===== src/sv/lmns_pkg.sv =====
`timescale 1ns / 1ps

package lmns_pkg;

  // Digit and frame geometry.
  localparam int unsigned DIGIT_W  = 4;
  localparam int unsigned VALUE_W  = 16;
  localparam int unsigned SAT_W    = 14;
  localparam int unsigned ROWS     = 8;
  localparam int unsigned ROW_W    = $clog2(ROWS);
  localparam int unsigned PANEL_W  = 8;
  localparam int unsigned WORD_W   = 2 * PANEL_W;
  localparam int unsigned BANKS    = 2;
  localparam int unsigned BANK_W   = $clog2(BANKS);
  localparam int unsigned ADDR_W   = BANK_W + ROW_W;
  localparam int unsigned DEPTH    = BANKS * ROWS;
  localparam int unsigned STEP_W   = 2 * ROW_W;

  // Saturation limit for the displayed number.
  localparam logic [VALUE_W-1:0] SAT_MAX = 16'd9999;

  // Reciprocal constants: q = (x * RECIP) >> SHIFT for the stated input range.
  localparam int unsigned PROD_W       = 27;
  localparam logic [13:0] RECIP_1000   = 14'd8389;
  localparam int unsigned SHIFT_1000   = 23;
  localparam logic [5:0]  RECIP_100    = 6'd41;
  localparam int unsigned SHIFT_100    = 12;
  localparam logic [7:0]  RECIP_10     = 8'd205;
  localparam int unsigned SHIFT_10     = 11;
  localparam int unsigned REM_W        = 10;

  localparam logic [REM_W-1:0] K1000 = 10'd1000;
  localparam logic [REM_W-1:0] K100  = 10'd100;
  localparam logic [REM_W-1:0] K10   = 10'd10;

  // Column position map, indexed by shift step.
  localparam logic [ROW_W-1:0] POSMAP [ROWS] = '{
    3'd0, 3'd1, 3'd2, 3'd3, 3'd7, 3'd6, 3'd5, 3'd4
  };

  // Write request from the converter into the frame buffer.
  typedef struct packed {
    logic              en;
    logic [ROW_W-1:0]  row;
    logic [WORD_W-1:0] data;
  } wr_req_t;

  // Read request and bank release from the scanner.
  typedef struct packed {
    logic              en;
    logic [ADDR_W-1:0] addr;
    logic              release_bank;
  } rd_req_t;

  // Font row of one digit; rows are 4 bits wide.
  function automatic logic [DIGIT_W-1:0] font_row(input logic [DIGIT_W-1:0] digit,
                                                  input logic [ROW_W-1:0] row);
    logic [DIGIT_W*ROWS-1:0] glyph;
    case (digit)
      4'd0:    glyph = {4'hf, 4'h9, 4'h9, 4'h9, 4'h9, 4'h9, 4'hf, 4'h0};
      4'd1:    glyph = {4'h6, 4'h2, 4'h2, 4'h2, 4'h2, 4'h2, 4'h7, 4'h0};
      4'd2:    glyph = {4'hf, 4'h1, 4'h1, 4'hf, 4'h8, 4'h8, 4'hf, 4'h0};
      4'd3:    glyph = {4'hf, 4'h1, 4'h1, 4'hf, 4'h1, 4'h1, 4'hf, 4'h0};
      4'd4:    glyph = {4'h9, 4'h9, 4'h9, 4'hf, 4'h1, 4'h1, 4'h1, 4'h0};
      4'd5:    glyph = {4'hf, 4'h8, 4'h8, 4'hf, 4'h1, 4'h1, 4'hf, 4'h0};
      4'd6:    glyph = {4'hf, 4'h8, 4'h8, 4'hf, 4'h9, 4'h9, 4'hf, 4'h0};
      4'd7:    glyph = {4'hf, 4'h1, 4'h1, 4'h1, 4'h1, 4'h1, 4'h1, 4'h0};
      4'd8:    glyph = {4'hf, 4'h9, 4'h9, 4'hf, 4'h9, 4'h9, 4'hf, 4'h0};
      4'd9:    glyph = {4'hf, 4'h9, 4'h9, 4'hf, 4'h1, 4'h1, 4'h1, 4'h0};
      default: glyph = '0;
    endcase
    return glyph[row*DIGIT_W +: DIGIT_W];
  endfunction

endpackage


===== src/sv/lmns_convert.sv =====
`timescale 1ns / 1ps

module lmns_convert (
  input  logic                               clk,
  input  logic                               rst_n,
  input  logic                               accept,
  input  logic [lmns_pkg::VALUE_W-1:0]       value,
  output logic                               idle,
  output logic                               done,
  output lmns_pkg::wr_req_t                  wr
);

  typedef enum logic [2:0] {
    S_IDLE, S_TH, S_HU, S_HP, S_TE, S_TP, S_ON, S_WR
  } state_t;

  state_t                                state_r, state_nxt;
  logic [lmns_pkg::SAT_W-1:0]            v_r, v_nxt;
  logic [lmns_pkg::PROD_W-1:0]           prod_r, prod_nxt;
  logic [lmns_pkg::REM_W-1:0]            rem_r, rem_nxt;
  logic [lmns_pkg::DIGIT_W-1:0]          th_r, th_nxt;
  logic [lmns_pkg::DIGIT_W-1:0]          hu_r, hu_nxt;
  logic [lmns_pkg::DIGIT_W-1:0]          te_r, te_nxt;
  logic [lmns_pkg::DIGIT_W-1:0]          on_r, on_nxt;
  logic [lmns_pkg::ROW_W-1:0]            row_r, row_nxt;
  logic [lmns_pkg::DIGIT_W-1:0]          quot;
  logic                                  show_th, show_hu, show_te;
  logic [lmns_pkg::DIGIT_W-1:0]          g_th, g_hu, g_te, g_on;

  // Blanking of leading zero digits.
  assign show_th = (th_r != '0);
  assign show_hu = show_th || (hu_r != '0);
  assign show_te = show_hu || (te_r != '0);

  // Font rows for the row being written.
  always_comb begin
    g_on = lmns_pkg::font_row(on_r, row_r);
    g_te = show_te ? lmns_pkg::font_row(te_r, row_r) : '0;
    g_hu = show_hu ? lmns_pkg::font_row(hu_r, row_r) : '0;
    g_th = show_th ? lmns_pkg::font_row(th_r, row_r) : '0;
  end

  // Sequencer: saturate, split into digits through reciprocal multiplies,
  // then write the eight rows of the frame.
  always_comb begin
    state_nxt = state_r;
    v_nxt     = v_r;
    prod_nxt  = prod_r;
    rem_nxt   = rem_r;
    th_nxt    = th_r;
    hu_nxt    = hu_r;
    te_nxt    = te_r;
    on_nxt    = on_r;
    row_nxt   = row_r;
    quot      = '0;
    done      = 1'b0;
    wr.en     = 1'b0;
    wr.row    = row_r;
    wr.data   = {g_th, g_hu, g_te, g_on};
    unique case (state_r)
      S_IDLE: begin
        if (accept) begin
          v_nxt = (value > lmns_pkg::SAT_MAX) ? lmns_pkg::SAT_MAX[lmns_pkg::SAT_W-1:0]
                                              : value[lmns_pkg::SAT_W-1:0];
          state_nxt = S_TH;
        end
      end
      S_TH: begin
        prod_nxt  = lmns_pkg::PROD_W'(v_r * lmns_pkg::RECIP_1000);
        state_nxt = S_HU;
      end
      S_HU: begin
        quot      = prod_r[lmns_pkg::SHIFT_1000 +: lmns_pkg::DIGIT_W];
        th_nxt    = quot;
        rem_nxt   = lmns_pkg::REM_W'(v_r - lmns_pkg::SAT_W'(quot * lmns_pkg::K1000));
        state_nxt = S_HP;
      end
      S_HP: begin
        prod_nxt  = lmns_pkg::PROD_W'(rem_r * lmns_pkg::RECIP_100);
        state_nxt = S_TE;
      end
      S_TE: begin
        quot      = prod_r[lmns_pkg::SHIFT_100 +: lmns_pkg::DIGIT_W];
        hu_nxt    = quot;
        rem_nxt   = rem_r - lmns_pkg::REM_W'(quot * lmns_pkg::K100);
        state_nxt = S_TP;
      end
      S_TP: begin
        prod_nxt  = lmns_pkg::PROD_W'(rem_r * lmns_pkg::RECIP_10);
        state_nxt = S_ON;
      end
      S_ON: begin
        quot      = prod_r[lmns_pkg::SHIFT_10 +: lmns_pkg::DIGIT_W];
        te_nxt    = quot;
        on_nxt    = lmns_pkg::DIGIT_W'(rem_r - lmns_pkg::REM_W'(quot * lmns_pkg::K10));
        row_nxt   = '0;
        state_nxt = S_WR;
      end
      S_WR: begin
        wr.en   = 1'b1;
        row_nxt = row_r + 1'b1;
        if (row_r == lmns_pkg::ROW_W'(lmns_pkg::ROWS - 1)) begin
          done      = 1'b1;
          state_nxt = S_IDLE;
        end
      end
      default: state_nxt = S_IDLE;
    endcase
  end

  assign idle = (state_r == S_IDLE);

  always_ff @(posedge clk) begin
    if (!rst_n) begin
      state_r <= S_IDLE;
    end else begin
      state_r <= state_nxt;
    end
    v_r    <= v_nxt;
    prod_r <= prod_nxt;
    rem_r  <= rem_nxt;
    th_r   <= th_nxt;
    hu_r   <= hu_nxt;
    te_r   <= te_nxt;
    on_r   <= on_nxt;
    row_r  <= row_nxt;
  end

endmodule


===== src/sv/lmns_scan.sv =====
`timescale 1ns / 1ps

module lmns_scan (
  input  logic                                clk,
  input  logic                                rst_n,
  input  logic [lmns_pkg::BANKS-1:0]          bank_full,
  input  logic [lmns_pkg::WORD_W-1:0]         rdata,
  output lmns_pkg::rd_req_t                   rd,
  output logic                                out_valid,
  output logic [lmns_pkg::ROW_W-1:0]          out_column_index,
  output logic [lmns_pkg::ROW_W-1:0]          out_shift_position,
  output logic                                out_column_select,
  output logic                                out_panel_a_bit,
  output logic                                out_panel_b_bit,
  output logic                                out_column_done,
  output logic                                out_last
);

  logic [lmns_pkg::BANK_W-1:0]  rb_r, rb_nxt;
  logic [lmns_pkg::STEP_W-1:0]  cnt_r, cnt_nxt;
  logic                         vld_q_r;
  logic [lmns_pkg::STEP_W-1:0]  step_q_r;
  logic [lmns_pkg::ROW_W-1:0]   col_q, pos_q;
  logic                         frame_end;

  // Read the row of the current column every step while the bank holds a frame.
  assign frame_end       = (cnt_r == {lmns_pkg::STEP_W{1'b1}});
  assign rd.en           = bank_full[rb_r];
  assign rd.addr         = {rb_r, cnt_r[lmns_pkg::STEP_W-1 -: lmns_pkg::ROW_W]};
  assign rd.release_bank = rd.en && frame_end;

  always_comb begin
    cnt_nxt = cnt_r;
    rb_nxt  = rb_r;
    if (rd.en) begin
      cnt_nxt = cnt_r + 1'b1;
      if (frame_end) begin
        rb_nxt = rb_r + 1'b1;
      end
    end
  end

  always_ff @(posedge clk) begin
    if (!rst_n) begin
      rb_r    <= '0;
      cnt_r   <= '0;
      vld_q_r <= 1'b0;
    end else begin
      rb_r    <= rb_nxt;
      cnt_r   <= cnt_nxt;
      vld_q_r <= rd.en;
    end
    step_q_r <= cnt_r;
  end

  // Result word formed from the row read in the previous cycle.
  assign col_q = step_q_r[lmns_pkg::STEP_W-1 -: lmns_pkg::ROW_W];
  assign pos_q = step_q_r[lmns_pkg::ROW_W-1:0];

  assign out_valid          = vld_q_r;
  assign out_column_index   = col_q;
  assign out_shift_position = pos_q;
  assign out_column_select  = (lmns_pkg::POSMAP[pos_q] == col_q);
  assign out_panel_a_bit    = rdata[{1'b0, pos_q}];
  assign out_panel_b_bit    = rdata[{1'b1, pos_q}];
  assign out_column_done    = (pos_q == {lmns_pkg::ROW_W{1'b1}});
  assign out_last           = (step_q_r == {lmns_pkg::STEP_W{1'b1}});

endmodule


===== src/sv/led_matrix_number_scanner_unit.sv =====
`timescale 1ns / 1ps
// A frame's first word leaves once the converter has filled its bank and the scanner has
// read its first row. 64 words per number, one per cycle in a frame; new numbers are paced
// by the scanner reading one frame-buffer row per word through its single read port.
// A two-bank frame buffer lets the next number be converted while a frame is shifted out.
// Reset (synchronous, active low) empties both banks and idles the converter and scanner.
// The receiver cannot stall: each word is on the out_ ports for exactly one cycle.
module led_matrix_number_scanner_unit (
  input  logic        clk,
  input  logic        rst_n,
  input  logic        start,
  output logic        busy,
  input  logic [15:0] in_value,
  output logic        out_valid,
  output logic [2:0]  out_column_index,
  output logic [2:0]  out_shift_position,
  output logic        out_column_select,
  output logic        out_panel_a_bit,
  output logic        out_panel_b_bit,
  output logic        out_column_done,
  output logic        out_last
);

  logic                               conv_idle, conv_done, accept;
  lmns_pkg::wr_req_t                  wr;
  lmns_pkg::rd_req_t                  rd;
  logic [lmns_pkg::BANKS-1:0]         full_r, full_nxt;
  logic [lmns_pkg::BANK_W-1:0]        wb_r, wb_nxt;
  logic [lmns_pkg::WORD_W-1:0]        mem [lmns_pkg::DEPTH];
  logic [lmns_pkg::WORD_W-1:0]        rdata_r;

  // A number is taken when the converter is free and its target bank is empty.
  assign busy   = !conv_idle || full_r[wb_r];
  assign accept = start && !busy;

  lmns_convert u_convert (
    .clk    (clk),
    .rst_n  (rst_n),
    .accept (accept),
    .value  (in_value),
    .idle   (conv_idle),
    .done   (conv_done),
    .wr     (wr)
  );

  // Bank ownership: the converter fills one bank, the scanner drains the other.
  always_comb begin
    full_nxt = full_r;
    wb_nxt   = wb_r;
    if (conv_done) begin
      full_nxt[wb_r] = 1'b1;
      wb_nxt         = wb_r + 1'b1;
    end
    if (rd.release_bank) begin
      full_nxt[rd.addr[lmns_pkg::ADDR_W-1 -: lmns_pkg::BANK_W]] = 1'b0;
    end
  end

  always_ff @(posedge clk) begin
    if (!rst_n) begin
      full_r <= '0;
      wb_r   <= '0;
    end else begin
      full_r <= full_nxt;
      wb_r   <= wb_nxt;
    end
  end

  // Frame buffer: one write port, one registered read port.
  always_ff @(posedge clk) begin
    if (wr.en) begin
      mem[{wb_r, wr.row}] <= wr.data;
    end
    if (rd.en) begin
      rdata_r <= mem[rd.addr];
    end
  end

  lmns_scan u_scan (
    .clk                (clk),
    .rst_n              (rst_n),
    .bank_full          (full_r),
    .rdata              (rdata_r),
    .rd                 (rd),
    .out_valid          (out_valid),
    .out_column_index   (out_column_index),
    .out_shift_position (out_shift_position),
    .out_column_select  (out_column_select),
    .out_panel_a_bit    (out_panel_a_bit),
    .out_panel_b_bit    (out_panel_b_bit),
    .out_column_done    (out_column_done),
    .out_last           (out_last)
  );

endmodule


===== config.mk =====
export PLATFORM = sky130hd
export DESIGN_NAME = led_matrix_number_scanner_unit
export DESIGN_NICKNAME = d
export VERILOG_FILES = /design/src/sv/lmns_pkg.sv /design/src/sv/lmns_convert.sv /design/src/sv/lmns_scan.sv /design/src/sv/led_matrix_number_scanner_unit.sv
export SDC_FILE = /design/constraint.sdc
export NUM_CORES = 1
export LEC_CHECK = 0
export ABC_AREA = 1
export BUFFER_PORTS_ARGS = -buffer_cell sky130_fd_sc_hd__buf_2
export CORE_MARGIN = 4
export CORE_UTILIZATION = 50
export CTS_CLUSTER_SIZE = 16
export DETAILED_ROUTE_END_ITERATION = 10
export HOLD_SLACK_MARGIN = 0.12
export MAX_ROUTING_LAYER = met4
export PLACE_DENSITY = 0.76
export SLEW_MARGIN = 25
export SYNTH_ARGS = -nofsm -noshare
export SYNTH_HDL_FRONTEND = slang
export SYNTH_SLANG_ARGS = --single-unit

===== constraint.sdc =====
create_clock -name clk -period 4.3 [get_ports clk]
set_input_delay 0 -clock clk [delete_from_list [all_inputs] [get_ports clk]]
set_output_delay 0 -clock clk [all_outputs]
set_load 0.005 [all_outputs]

# == Word level (Yosys, flattened, before mapping) ==
# Memory sizes are Yosys's and may differ from the RTL's. A register that Yosys moved wholly into a read port is not among the register bits.
# Index checks and enable logic that the tools add are counted.
# totals
mem_bits_rw,256
out_inout_bits,13
word_cells,117
regBits,90
input_bits,19
rom_bits,1560
memories,6
# mem_list
name,words,word_bits,rd,rd_clocked_by_memory_dff,write_ports,line_no,text
(name not given),16,24,1,1,0,lmns_pkg.sv:59,case (digit)
(name not given),16,24,1,1,0,lmns_pkg.sv:59,
(name not given),16,24,1,1,0,lmns_pkg.sv:59,
(name not given),16,24,1,1,0,lmns_pkg.sv:59,
mem,16,16,1,1,1,led_matrix_number_scanner_unit.sv:29,logic [lmns_pkg::WORD_W-1:0] mem [lmns_pkg::DEPTH];
(name not given),8,3,1,0,0,lmns_scan.sv:63,assign out_column_select = (lmns_pkg::POSMAP[pos_q] == col_q);
# op_classes
shift,4
n_reduce_logical,19
add_sub_neg,7
n_mux,34
n_eq_ne,14
mul,6
order_cmp,8
n_bitwise,4
# op_table
op,n
32-bit by 6-bit indexed part select with 4-bit output,4
27-bit one-hot mux with 3 select lines,1
4-bit 2-to-1 mux,7
"14-bit by 14-bit multiplier with 27-bit output, second input constant",1
3-bit one-hot mux with 8 select lines,1
10-bit one-hot mux with 2 select lines,1
10-bit subtractor,2
"3-bit == test, second input constant",6
"10-bit by 8-bit multiplier with 18-bit output, second input constant",1
"16-bit by 14-bit > comparator with 1-bit output, second input constant",1
"10-bit by 6-bit multiplier with 16-bit output, second input constant",1
1-bit 2-to-1 mux,13
"6-bit == test, second input constant",2
3-bit 2-to-1 mux,4
4-bit nonzero test,3
"4-bit by 5-bit multiplier with 8-bit output, second input constant",1
"4-bit by 7-bit multiplier with 7-bit output, second input constant",1
"6-bit by 1-bit adder with 6-bit output, second input constant",1
1-bit binary-select mux with 3-bit select,2
"3-bit by 2-bit == test with 1-bit output, second input constant",2
3-bit one-hot mux with 2 select lines,1
2-bit AND reduction,3
"3-bit by 5-bit < comparator with 1-bit output, second input constant",1
"4-bit by 5-bit < comparator with 1-bit output, second input constant",1
other kinds (22),35

# == Logic depth before layout (Yosys ltp) ==
# Gate-level depths: netlist of the first run.
# logic_depth
depth_word,8
depth_mapped,20

# == Cells and area by module ==
# Synthesis of the first run repeated with hierarchy kept, for this count alone.
# unflattened
hier_cells,2718
hier_area_um2,24038.1
# by_module_without_submodules
module,instances,area_each_um2,cells_per_inst
led_matrix_number_scanner_unit,1,11703.7,1092
lmns_convert,1,11518.5,1505
lmns_scan,1,815.8,121

# == Worst setup path after synthesis of the first run ==
# OpenSTA, ideal clock, no wires.
# synth_path
kind,reg2reg
from,register u_convert.v_r[8] (netlist name)
to,"register u_convert.prod_r[15] (netlist name), data pin"
synth_period_minus_slack_ps,3926
stages_incl_launch_ff,18
required_ps,4041
setup_time_ps,259
t_arrival_ps,3667
setup_slack_ps,374
path_cell_list,edfxtp_1 > ha_1 > ha_1 > ha_1 > inv_1 > fa_1 > inv_1 > fa_1 > ha_1 > ha_1 > nand2_1 > inv_1 > a21oi_1 > nand2_1 > inv_1 > nand3_1 > nand3_1 > nand3_1
# synth_via
elab_chain_cells,2
# synth_lines
item,line_no,text
"start, declared",lmns_convert.sv:18,"logic [lmns_pkg::SAT_W-1:0] v_r, v_nxt;"
"start signal, assigned",lmns_convert.sv:119,v_r <= v_nxt;
14-bit by 14-bit multiplier with 27-bit output,lmns_convert.sv:69,prod_nxt = lmns_pkg::PROD_W'(v_r * lmns_pkg::RECIP_1000);
27-bit one-hot mux with 3 select lines,lmns_convert.sv:60,unique case (state_r)
"via u_convert.prod_nxt, one bit",lmns_convert.sv:19,"logic [lmns_pkg::PROD_W-1:0] prod_r, prod_nxt;"
"end signal, assigned",lmns_convert.sv:120,prod_r <= prod_nxt;
"end, declared",lmns_convert.sv:19,
# The timed path passes the listed nets, and every way through them passes these cells.
# A chain may end at the register's enable or synchronous reset.

# == Final worst setup path of the first run ==
# layout_path
from,register u_convert.v_r[12] (netlist name)
to,"register u_convert.prod_r[23] (netlist name), data pin"
# layout_via
elab_chain_cells,2
# layout_lines
item,line_no
14-bit by 14-bit multiplier with 27-bit output,lmns_convert.sv:69
27-bit one-hot mux with 3 select lines,lmns_convert.sv:60
# No other way between the ends.

==> Flow_metrics.wiki, run 1 <==
{| class="wikitable"
! Metric !! Value
|-
| Input/output buffers || 31
|-
| Cell area power density || 553.3 nW/um2
|-
| Die boundary height || ~220 um
|-
| Gr usage total || 23.08%
|-
| Average detailed-routed wire length per instance || 18.11 um
|-
| Maximum count of clock buffers along a single path || 3
|-
| Antenna violations before repair || 0
|-
| Grt ovf || 0
|-
| Via count of the first global-routing pass || roughly 17,000
|-
| Count of fill cells added during filler insertion || 3,695
|-
| Final Hold Violating Endpoints || 0
|-
| Setup Viol. Count Final || 0
|-
| Max-Slew Margin vs Limit || 27.80%
|-
| FFs w/ async S/R, synth || 0%
|-
| Maximum number of pins on one net before global-route repair || 75
|-
| Pin slew with the least headroom to its limit || approximately 1.1 ns
|-
| Least setup slack across all paths after layout || ~0.15 ns
|-
| Detail-routed via count per cell || around 5.6
|-
| TritonCTS clock tree || done
|-
| Die area || 47,980 um2
|-
| Layout Area Growth over Synthesis || 12.49%
|-
| Mean post-synth cell area || ~10 um2
|-
| Placement Setup Slack || ~0.16 ns
|-
| Switching part of the total || 37.61%
|-
| Die Width || about 220 um
|-
| Maximum clock rate || 240.9 MHz
|-
| WS Path Type || flip-flop to flip-flop
|-
| 1st-iter DRT viols || 1,627
|-
| Placeable core area || approximately 44,000 um2
|-
| Remaining DRCs || 0
|-
| Internal power of the cells || 8648 uW
|-
| Part of the total power dissipated in combinational logic || between 40 and 50%
|-
| Flip-flop cell with the highest count after synthesis || edfxtp_1
|-
| Proportion of power drawn by the clock network || 24.1%
|-
| Post-Synthesis Cells || 2,272
|-
| Post-detail-place hpwl || 36.45 mm
|-
| Post-Syn Area || 22,270 um2
|-
| H-tree depth || 2
|-
| Outcome || completed
|-
| Final GP Congestion || 0.9095
|-
| Post-route clock skew || 0.02690 ns
|-
| Final ANT Viol Nets || 0
|-
| Via Count || 16,604
|-
| Type of the worst min-delay path || input pin to flip-flop
|-
| Distinct cell type count of the synthesized netlist || 50
|-
| Synth Net Count || about 2,600
|-
| Share of final-layout standard cells stronger than drive strength 1 || 9.133%
|-
| Data arrival time of the critical path || 4.55 ns
|-
| Clock slew at the register clock pins of the worst setup and hold paths || about 0.070 ns
|-
| Peak supply drop || 0.0003356 V
|-
| Clock latency on the worst-skew pair || 0.55 ns
|-
| Total power after layout || 13,860 uW
|-
| Period utilization || a little over nine tenths
|-
| Top Ports || 32
|-
| Startpoint types || flip-flop
|-
| Routed wire length || 54.15 mm
|-
| Sequential share of power || between 30 and 40%
|-
| Required time reported for the critical path endpoint || 4.70 ns
|-
| Master cell of the clock root buffer || clkbuf_16
|-
| Maxcap violations || 0
|-
| Worst Path Max Fanout || 3
|-
| Total negative slack || 0 ns
|-
| Fin. max-slew vios || 0
|-
| Final critical path time including I/O delays and setup || 4.152 ns
|-
| Setup repair after global routing missed its margin || true
|-
| Switching power summed over all nets || 5213 uW
|-
| Total CTS buffers || 39
|-
| Placement row count || 77
|-
| Yosys warns || 0
|-
| Static Leakage || 0.01079 uW
|-
| Count of flip-flops with a built-in enable after synthesis || 324
|-
| First-pass iteration count of the detailed router || 7
|-
| Final net count || ~2,700
|-
| Effective utilization at floorplan || 50.47%
|-
| Antenna cells || 0
|-
| Yosys reg bits || about 400
|-
| TritonCTS sink count || 396
|-
| Endpoint class of the critical path || flip-flop
|-
| Portion of the post-synthesis area used by sequential elements || 50.16%
|-
| Hold_ws || 0.2048 ns
|-
| Wire length of the first global-routing pass || 85.87 mm
|}
[synth_stat cells (14+ instances only)]
| cell type | instances | area (um2) |
|---|---|---|
| a21oi_1 | 72 | 360.4 |
| clkbuf_1 | 48 | 180.2 |
| dfxtp_1 | 72 | 1441 |
| edfxtp_1 | 324 | 9729 |
| fa_1 | 50 | 1001 |
| ha_1 | 221 | 2765 |
| inv_1 | 322 | 1209 |
| nand2_1 | 369 | 1385 |
| nand3_1 | 92 | 460.4 |
| nand4_1 | 17 | 106.4 |
| nor2_1 | 268 | 1006 |
| o21ai_0 | 193 | 965.9 |
| o221ai_1 | 53 | 464.2 |
| o22ai_1 | 20 | 125.1 |
| or2_2 | 14 | 87.58 |
[cells in the final DEF (no fill, tap or decap), types with 4 or more instances in the layout]
cell type,count
nand2_1,368
edfxtp_1,324
inv_1,320
nor2_1,247
ha_1,215
o21ai_0,193
nand3_1,92
a21oi_1,71
dfxtp_1,70
buf_4,59
o221ai_1,53
fa_1,50
clkbuf_16,40
buf_2,31
dlygate4sd3_1,29
o22ai_1,20
nand4_1,17
nor2_2,16
or2_2,14
clkinv_1,13
o211ai_1,13
xnor2_1,11
nor2_4,7
o21ai_2,7
xor2_1,7
o21ai_1,7
nor3_1,7
a31oi_1,7
clkinv_2,7
clkbuf_1,7
nand2_2,6
o21a_1,6
ha_4,6
inv_2,5
a221oi_1,5
o21bai_1,4
a211oi_1,4
a22oi_1,4
inv_6,4
[critical path: stages (launching register included)]
cell	delay [ns]
edfxtp_1	0.43
inv_1	0.18
ha_1	0.26
inv_1	0.06
ha_1	0.23
ha_1	0.30
inv_1	0.07
fa_1	0.56
inv_1	0.06
ha_1	0.30
ha_1	0.30
ha_1	0.32
nand2_1	0.08
nor2_1	0.22
nand3_1	0.15
nor2_1	0.13
nand2_1	0.09
nand3_1	0.08
nand2_1	0.06
a21oi_1	0.11
[power groups by stage]
stage | clock, uW | sequential [uW] | combinational, uW
after global routing | 3540 | 4510 | 6950
after detailed placement | 0 | 4580 | 5740
after global placement | 0 | 4580 | 5610
final | 3350 | 4500 | 6020
after CTS | 3380 | 4500 | 5810
after floorplan | 0 | 4520 | 4470
[per-layer routing]
layer / track usage, % / part of all wire, % / vias up
li1: - / - / 7948
met1: 28.03 / 40 / 7876
met2: 39.54 / 50 / 655
met3: 3.462 / 6.8 / 125
met4: 8.089 / 3.3 / 0
met5: - / 0 / -
[cells by family after synthesis]
family | share of synthesized area, %
DFF | 50.16
adders and majority gates | 16.91
xor gates and xnor gates | 0.7079
AOI/OAI and AO/OA | 10.84
muxes | 0.08990
and+or+nand+nor | 14.54
buffers and inverters | 6.748
[timing repair]
item,CTS,global route
endpoints found under the hold margin,42,0
gates resized for setup,0,13
endpoints found under the setup margin,0,8
buffers inserted,0,12
hold buffers,29,0
[worst paths after layout]
check                    start              endpoint  slack, ns  cells past startpoint
max          u_convert.v_r[12]  u_convert.prod_r[23]       0.15                     19
min               in_value[15]      u_convert.v_r[7]       0.20                      4
max reg2reg  u_convert.v_r[12]  u_convert.prod_r[23]       0.15                     19
min reg2reg    u_scan.cnt_r[2]    u_scan.step_q_r[2]       0.40                      0
[final cells by class]
type / instances / area (um2) / area share [%]
timing repair buffer: 120 / 893.4 / 3.566
sequential: 396 / 11180 / 44.61
tap: 592 / 740.7 / 2.957
clock buffer: 47 / 1027 / 4.101
multi-input combinational: 1482 / 9766 / 38.98
inverter: 330 / 1240 / 4.950
clock inverter: 23 / 209.0 / 0.8341
[metrics by stage]
stage	util, %	instances	instance area, um2
after CTS	56.33	2977	24860
final	56.77	2990	25050
after detailed placement	52.88	2878	23330
after global routing	56.77	2990	25050
after floorplan	-	2272	22270
after global placement	52.83	2878	23310
(Power assumes the default switching activity.)
==> run 2, diff against run 1 <==
==> constraint.sdc (replaced) <==
create_clock -name clk -period 4.3 [get_ports clk]
set_input_delay 0.43 -clock clk [delete_from_list [all_inputs] [get_ports clk]]
set_output_delay 0.43 -clock clk [all_outputs]
set_load 0.005 [all_outputs]
==> run 2 against run 1 <==
- first-iteration DRC count is 6.0% lower
- design area shrank 1.2%
- sequential share of layout area is 0.55 points higher
- total power down 0.50%
- sequential power is essentially flat
- core utilization shrank 0.69 points
- final cell count fell by 0.94%
- maximum frequency rose by 1.3%
- hold slack worse by 0.070 ns
- global-route usage down 0.41 points
- routed wire length down 1.7%
- clock skew down 0.0016 ns
- largest cell class unchanged
- highest routed layer unchanged
==> Flow_metrics.wiki, run 2 (synthesis results as in run 1) <==
{| class="wikitable"
! Metric !! Value
|-
| Count of fill cells added during filler insertion || 3,756 (was 3,695)
|-
| Setup repair after global routing missed its margin || true (unchanged)
|-
| Wire length of the first global-routing pass || 84.46 mm (was 85.87 mm)
|-
| Cell area power density || 557.4 nW/um2 (was 553.3 nW/um2)
|-
| First-pass iteration count of the detailed router || 5 (was 7)
|-
| Worst path slowest cell || fa_1 (unchanged)
|-
| Maxcap violations || 0 (unchanged)
|-
| Pin slew with the least headroom to its limit || 1.087 ns (was 1.077 ns)
|-
| Antenna violations before repair || 0 (unchanged)
|-
| Core occupancy in the finished layout || 56.08% (was 56.77%)
|-
| Remaining DRCs || 0 (unchanged)
|-
| Total length of routed met3 wires || 3.514 mm (was 3.709 mm)
|-
| Die boundary height || 219.0 um (unchanged)
|-
| Type of the worst min-delay path || input pin to flip-flop (unchanged)
|-
| Fin. max-slew vios || 0 (unchanged)
|-
| H-tree depth || 2 (unchanged)
|-
| Hold Buf Count CTS || 0 (was 29)
|-
| Final critical path time including I/O delays and setup || 4.101 ns (was 4.152 ns)
|-
| Least setup slack across all paths after layout || 0.1994 ns (was 0.1480 ns)
|-
| Setup Viol. Count Final || 0 (unchanged)
|-
| Gr usage total || 22.68% (was 23.08%)
|-
| Wire length on met1 || 21.55 mm (was 21.53 mm)
|-
| Final net count || 2,631 (was 2,659)
|-
| Maximum count of clock buffers along a single path || 3 (unchanged)
|-
| Effective utilization at floorplan || 50.47% (unchanged)
|-
| Die area || 47,980 um2 (unchanged)
|-
| Area taken by multi-input logic gates || 9743 um2 (was 9766 um2)
|-
| Via count of the first global-routing pass || 16,285 (was 16,539)
|-
| Period utilization || 95.36% (was 96.56%)
|-
| Average detailed-routed wire length per instance || 17.97 um (was 18.11 um)
|-
| Worst Path Max Fanout || 5 (was 3)
|-
| Total power after layout || 13,790 uW (was 13,860 uW)
|-
| Cell seen most often among critical-path stages || ha_1 (unchanged)
|-
| Die Width || 219.0 um (unchanged)
|-
| Outcome || completed (unchanged)
|-
| Placeable core area || 44,120 um2 (unchanged)
|-
| Topmost layer with routed signal wires || met4 (unchanged)
|-
| Top library cells by usage in the layout, fill and taps aside || nand2_1 (369), edfxtp_1 (324), inv_1 (319), nor2_1 (248), ha_1 (216) (was nand2_1 (368), edfxtp_1 (324), inv_1 (320), nor2_1 (247), ha_1 (215))
|-
| TritonCTS clock tree || done (unchanged)
|-
| Peak supply drop || 0.0003228 V (was 0.0003356 V)
|-
| 1st-iter DRT viols || 1,529 (was 1,627)
|-
| Detail-routed via count per cell || 5.549 (was 5.553)
|-
| Placement Setup Slack || 0.1609 ns (unchanged)
|-
| Clock slew at the register clock pins of the worst setup and hold paths || 0.07 ns (about the same)
|-
| Antenna cells || 0 (unchanged)
|-
| Final Hold Violating Endpoints || 0 (unchanged)
|-
| Max-Slew Margin vs Limit || 27.15% (was 27.80%)
|-
| Via Count || 16,437 (was 16,604)
|-
| Flip-flop and latch area || 11,180 um2 (unchanged)
|-
| Most frequent standard cell in the layout excluding fill and tap cells || nand2_1 (unchanged)
|-
| Maximum clock rate || 243.9 MHz (was 240.9 MHz)
|-
| Startpoint types || flip-flop (unchanged)
|-
| Post-detail-place hpwl || 36.45 mm (unchanged)
|-
| Critical path's largest stage delay || 0.53 ns (was 0.56 ns)
|-
| Maximum number of pins on one net before global-route repair || 75 (unchanged)
|-
| Placement row count || 77 (unchanged)
|-
| Input/output buffers || 31 (unchanged)
|-
| Grt ovf || 0 (unchanged)
|-
| Required time reported for the critical path endpoint || 4.61 ns (was 4.70 ns)
|-
| Master cell of the clock root buffer || clkbuf_16 (unchanged)
|-
| WS Path Type || flip-flop to flip-flop (unchanged)
|-
| Layout Area Growth over Synthesis || 11.12% (was 12.49%)
|-
| Top Ports || 32 (unchanged)
|-
| Routed wire length || 53.23 mm (was 54.15 mm)
|-
| Cells along the critical path || ha_1, ha_1, ha_1, inv_1, fa_1, inv_1, fa_1, ha_1, ha_4, nand2_1, nor2_1, nand2_1, nor2_1, nand2_1, nand3_1, and2_1, nor2_1 (was inv_1, ha_1, inv_1, ha_1, ha_1, inv_1, fa_1, inv_1, ha_1, ha_1, ha_1, nand2_1, nor2_1, nand3_1, nor2_1, nand2_1, nand3_1, nand2_1, a21oi_1)
|-
| Share of final-layout standard cells stronger than drive strength 1 || 9.198% (was 9.133%)
|-
| Final GP Congestion || 0.9095 (unchanged)
|-
| Final ANT Viol Nets || 0 (unchanged)
|-
| Total met2 wirelength after detailed routing || 26.26 mm (was 27.12 mm)
|-
| Post-route clock skew || 0.02534 ns (was 0.02690 ns)
|-
| Data arrival time of the critical path || 4.41 ns (was 4.55 ns)
|-
| Total CTS buffers || 39 (unchanged)
|-
| Static Leakage || 0.01068 uW (was 0.01079 uW)
|-
| Clock latency on the worst-skew pair || 0.55 ns (about the same)
|-
| TritonCTS sink count || 396 (unchanged)
|-
| Endpoint class of the critical path || flip-flop (unchanged)
|}
[run 2: worst max-delay path, delay by kind of cell, from the launching register on]
family | cells | cell delay [ns]
adders and majority gates | 7 | 2.58
DFF | 1 | 0.47
and+or+nand+nor | 8 | 0.68
buffers and inverters | 2 | 0.12
[run 2: through the flow]
step | instances | area (um2) | setup TNS [ns] | hold slack (ns)
detailed placement | 2878 | 23330 | 0 | 0.3804
CTS | 2948 | 24570 | 0 | 0.1262
global route | 2962 | 24750 | -0.05713 | 0.1323
floorplan | 2272 | 22270 | 0 | 0.3290
finish | 2962 | 24750 | 0 | 0.1348
global placement | 2878 | 23310 | 0 | 0.3793
[run 2: repair_timing]
action / 4_1_cts / 5_1_grt
gates resized for setup: 0 / 10
setup buffers: 0 / 13
setup endpoints to repair: 0 / 8
endpoints found under the hold margin: 0 / 0
[run 2: layout make-up]
| cell class | count | share of cell area (%) |
|---|---|---|
| sequential | 396 | 45.16 |
| multi-input combinational | 1482 | 39.37 |
| clock buffer | 47 | 4.151 |
| timing repair buffer | 92 | 2.467 |
| inverter | 330 | 5.011 |
| clock inverter | 23 | 0.8444 |
| tap | 592 | 2.993 |
[run 2: worst paths after layout]
path	to	depth (start not counted)	slack, ns	start
worst min register to register	u_scan.step_q_r[2]	0	0.40	u_scan.cnt_r[2]
worst max-delay path	u_convert.prod_r[26]	17	0.20	u_convert.v_r[7]
worst max register to register	u_convert.prod_r[26]	17	0.20	u_convert.v_r[7]
worst min-delay path	u_convert.v_r[1]	2	0.13	in_value[1]
[run 2: where the power goes]
part,internal [uW],leakage [uW],total (uW),switching (uW)
registers,4350,0.00352,4500,149
clock network,1900,0.000609,3350,1450
logic,2370,0.00655,5940,3570
[run 2: routing by layer]
metal	GRT usage, %	vias up
met2	38.62	632
li1	-	7890
met1	27.81	7781
met5	-	-
met4	7.794	0
met3	3.392	134
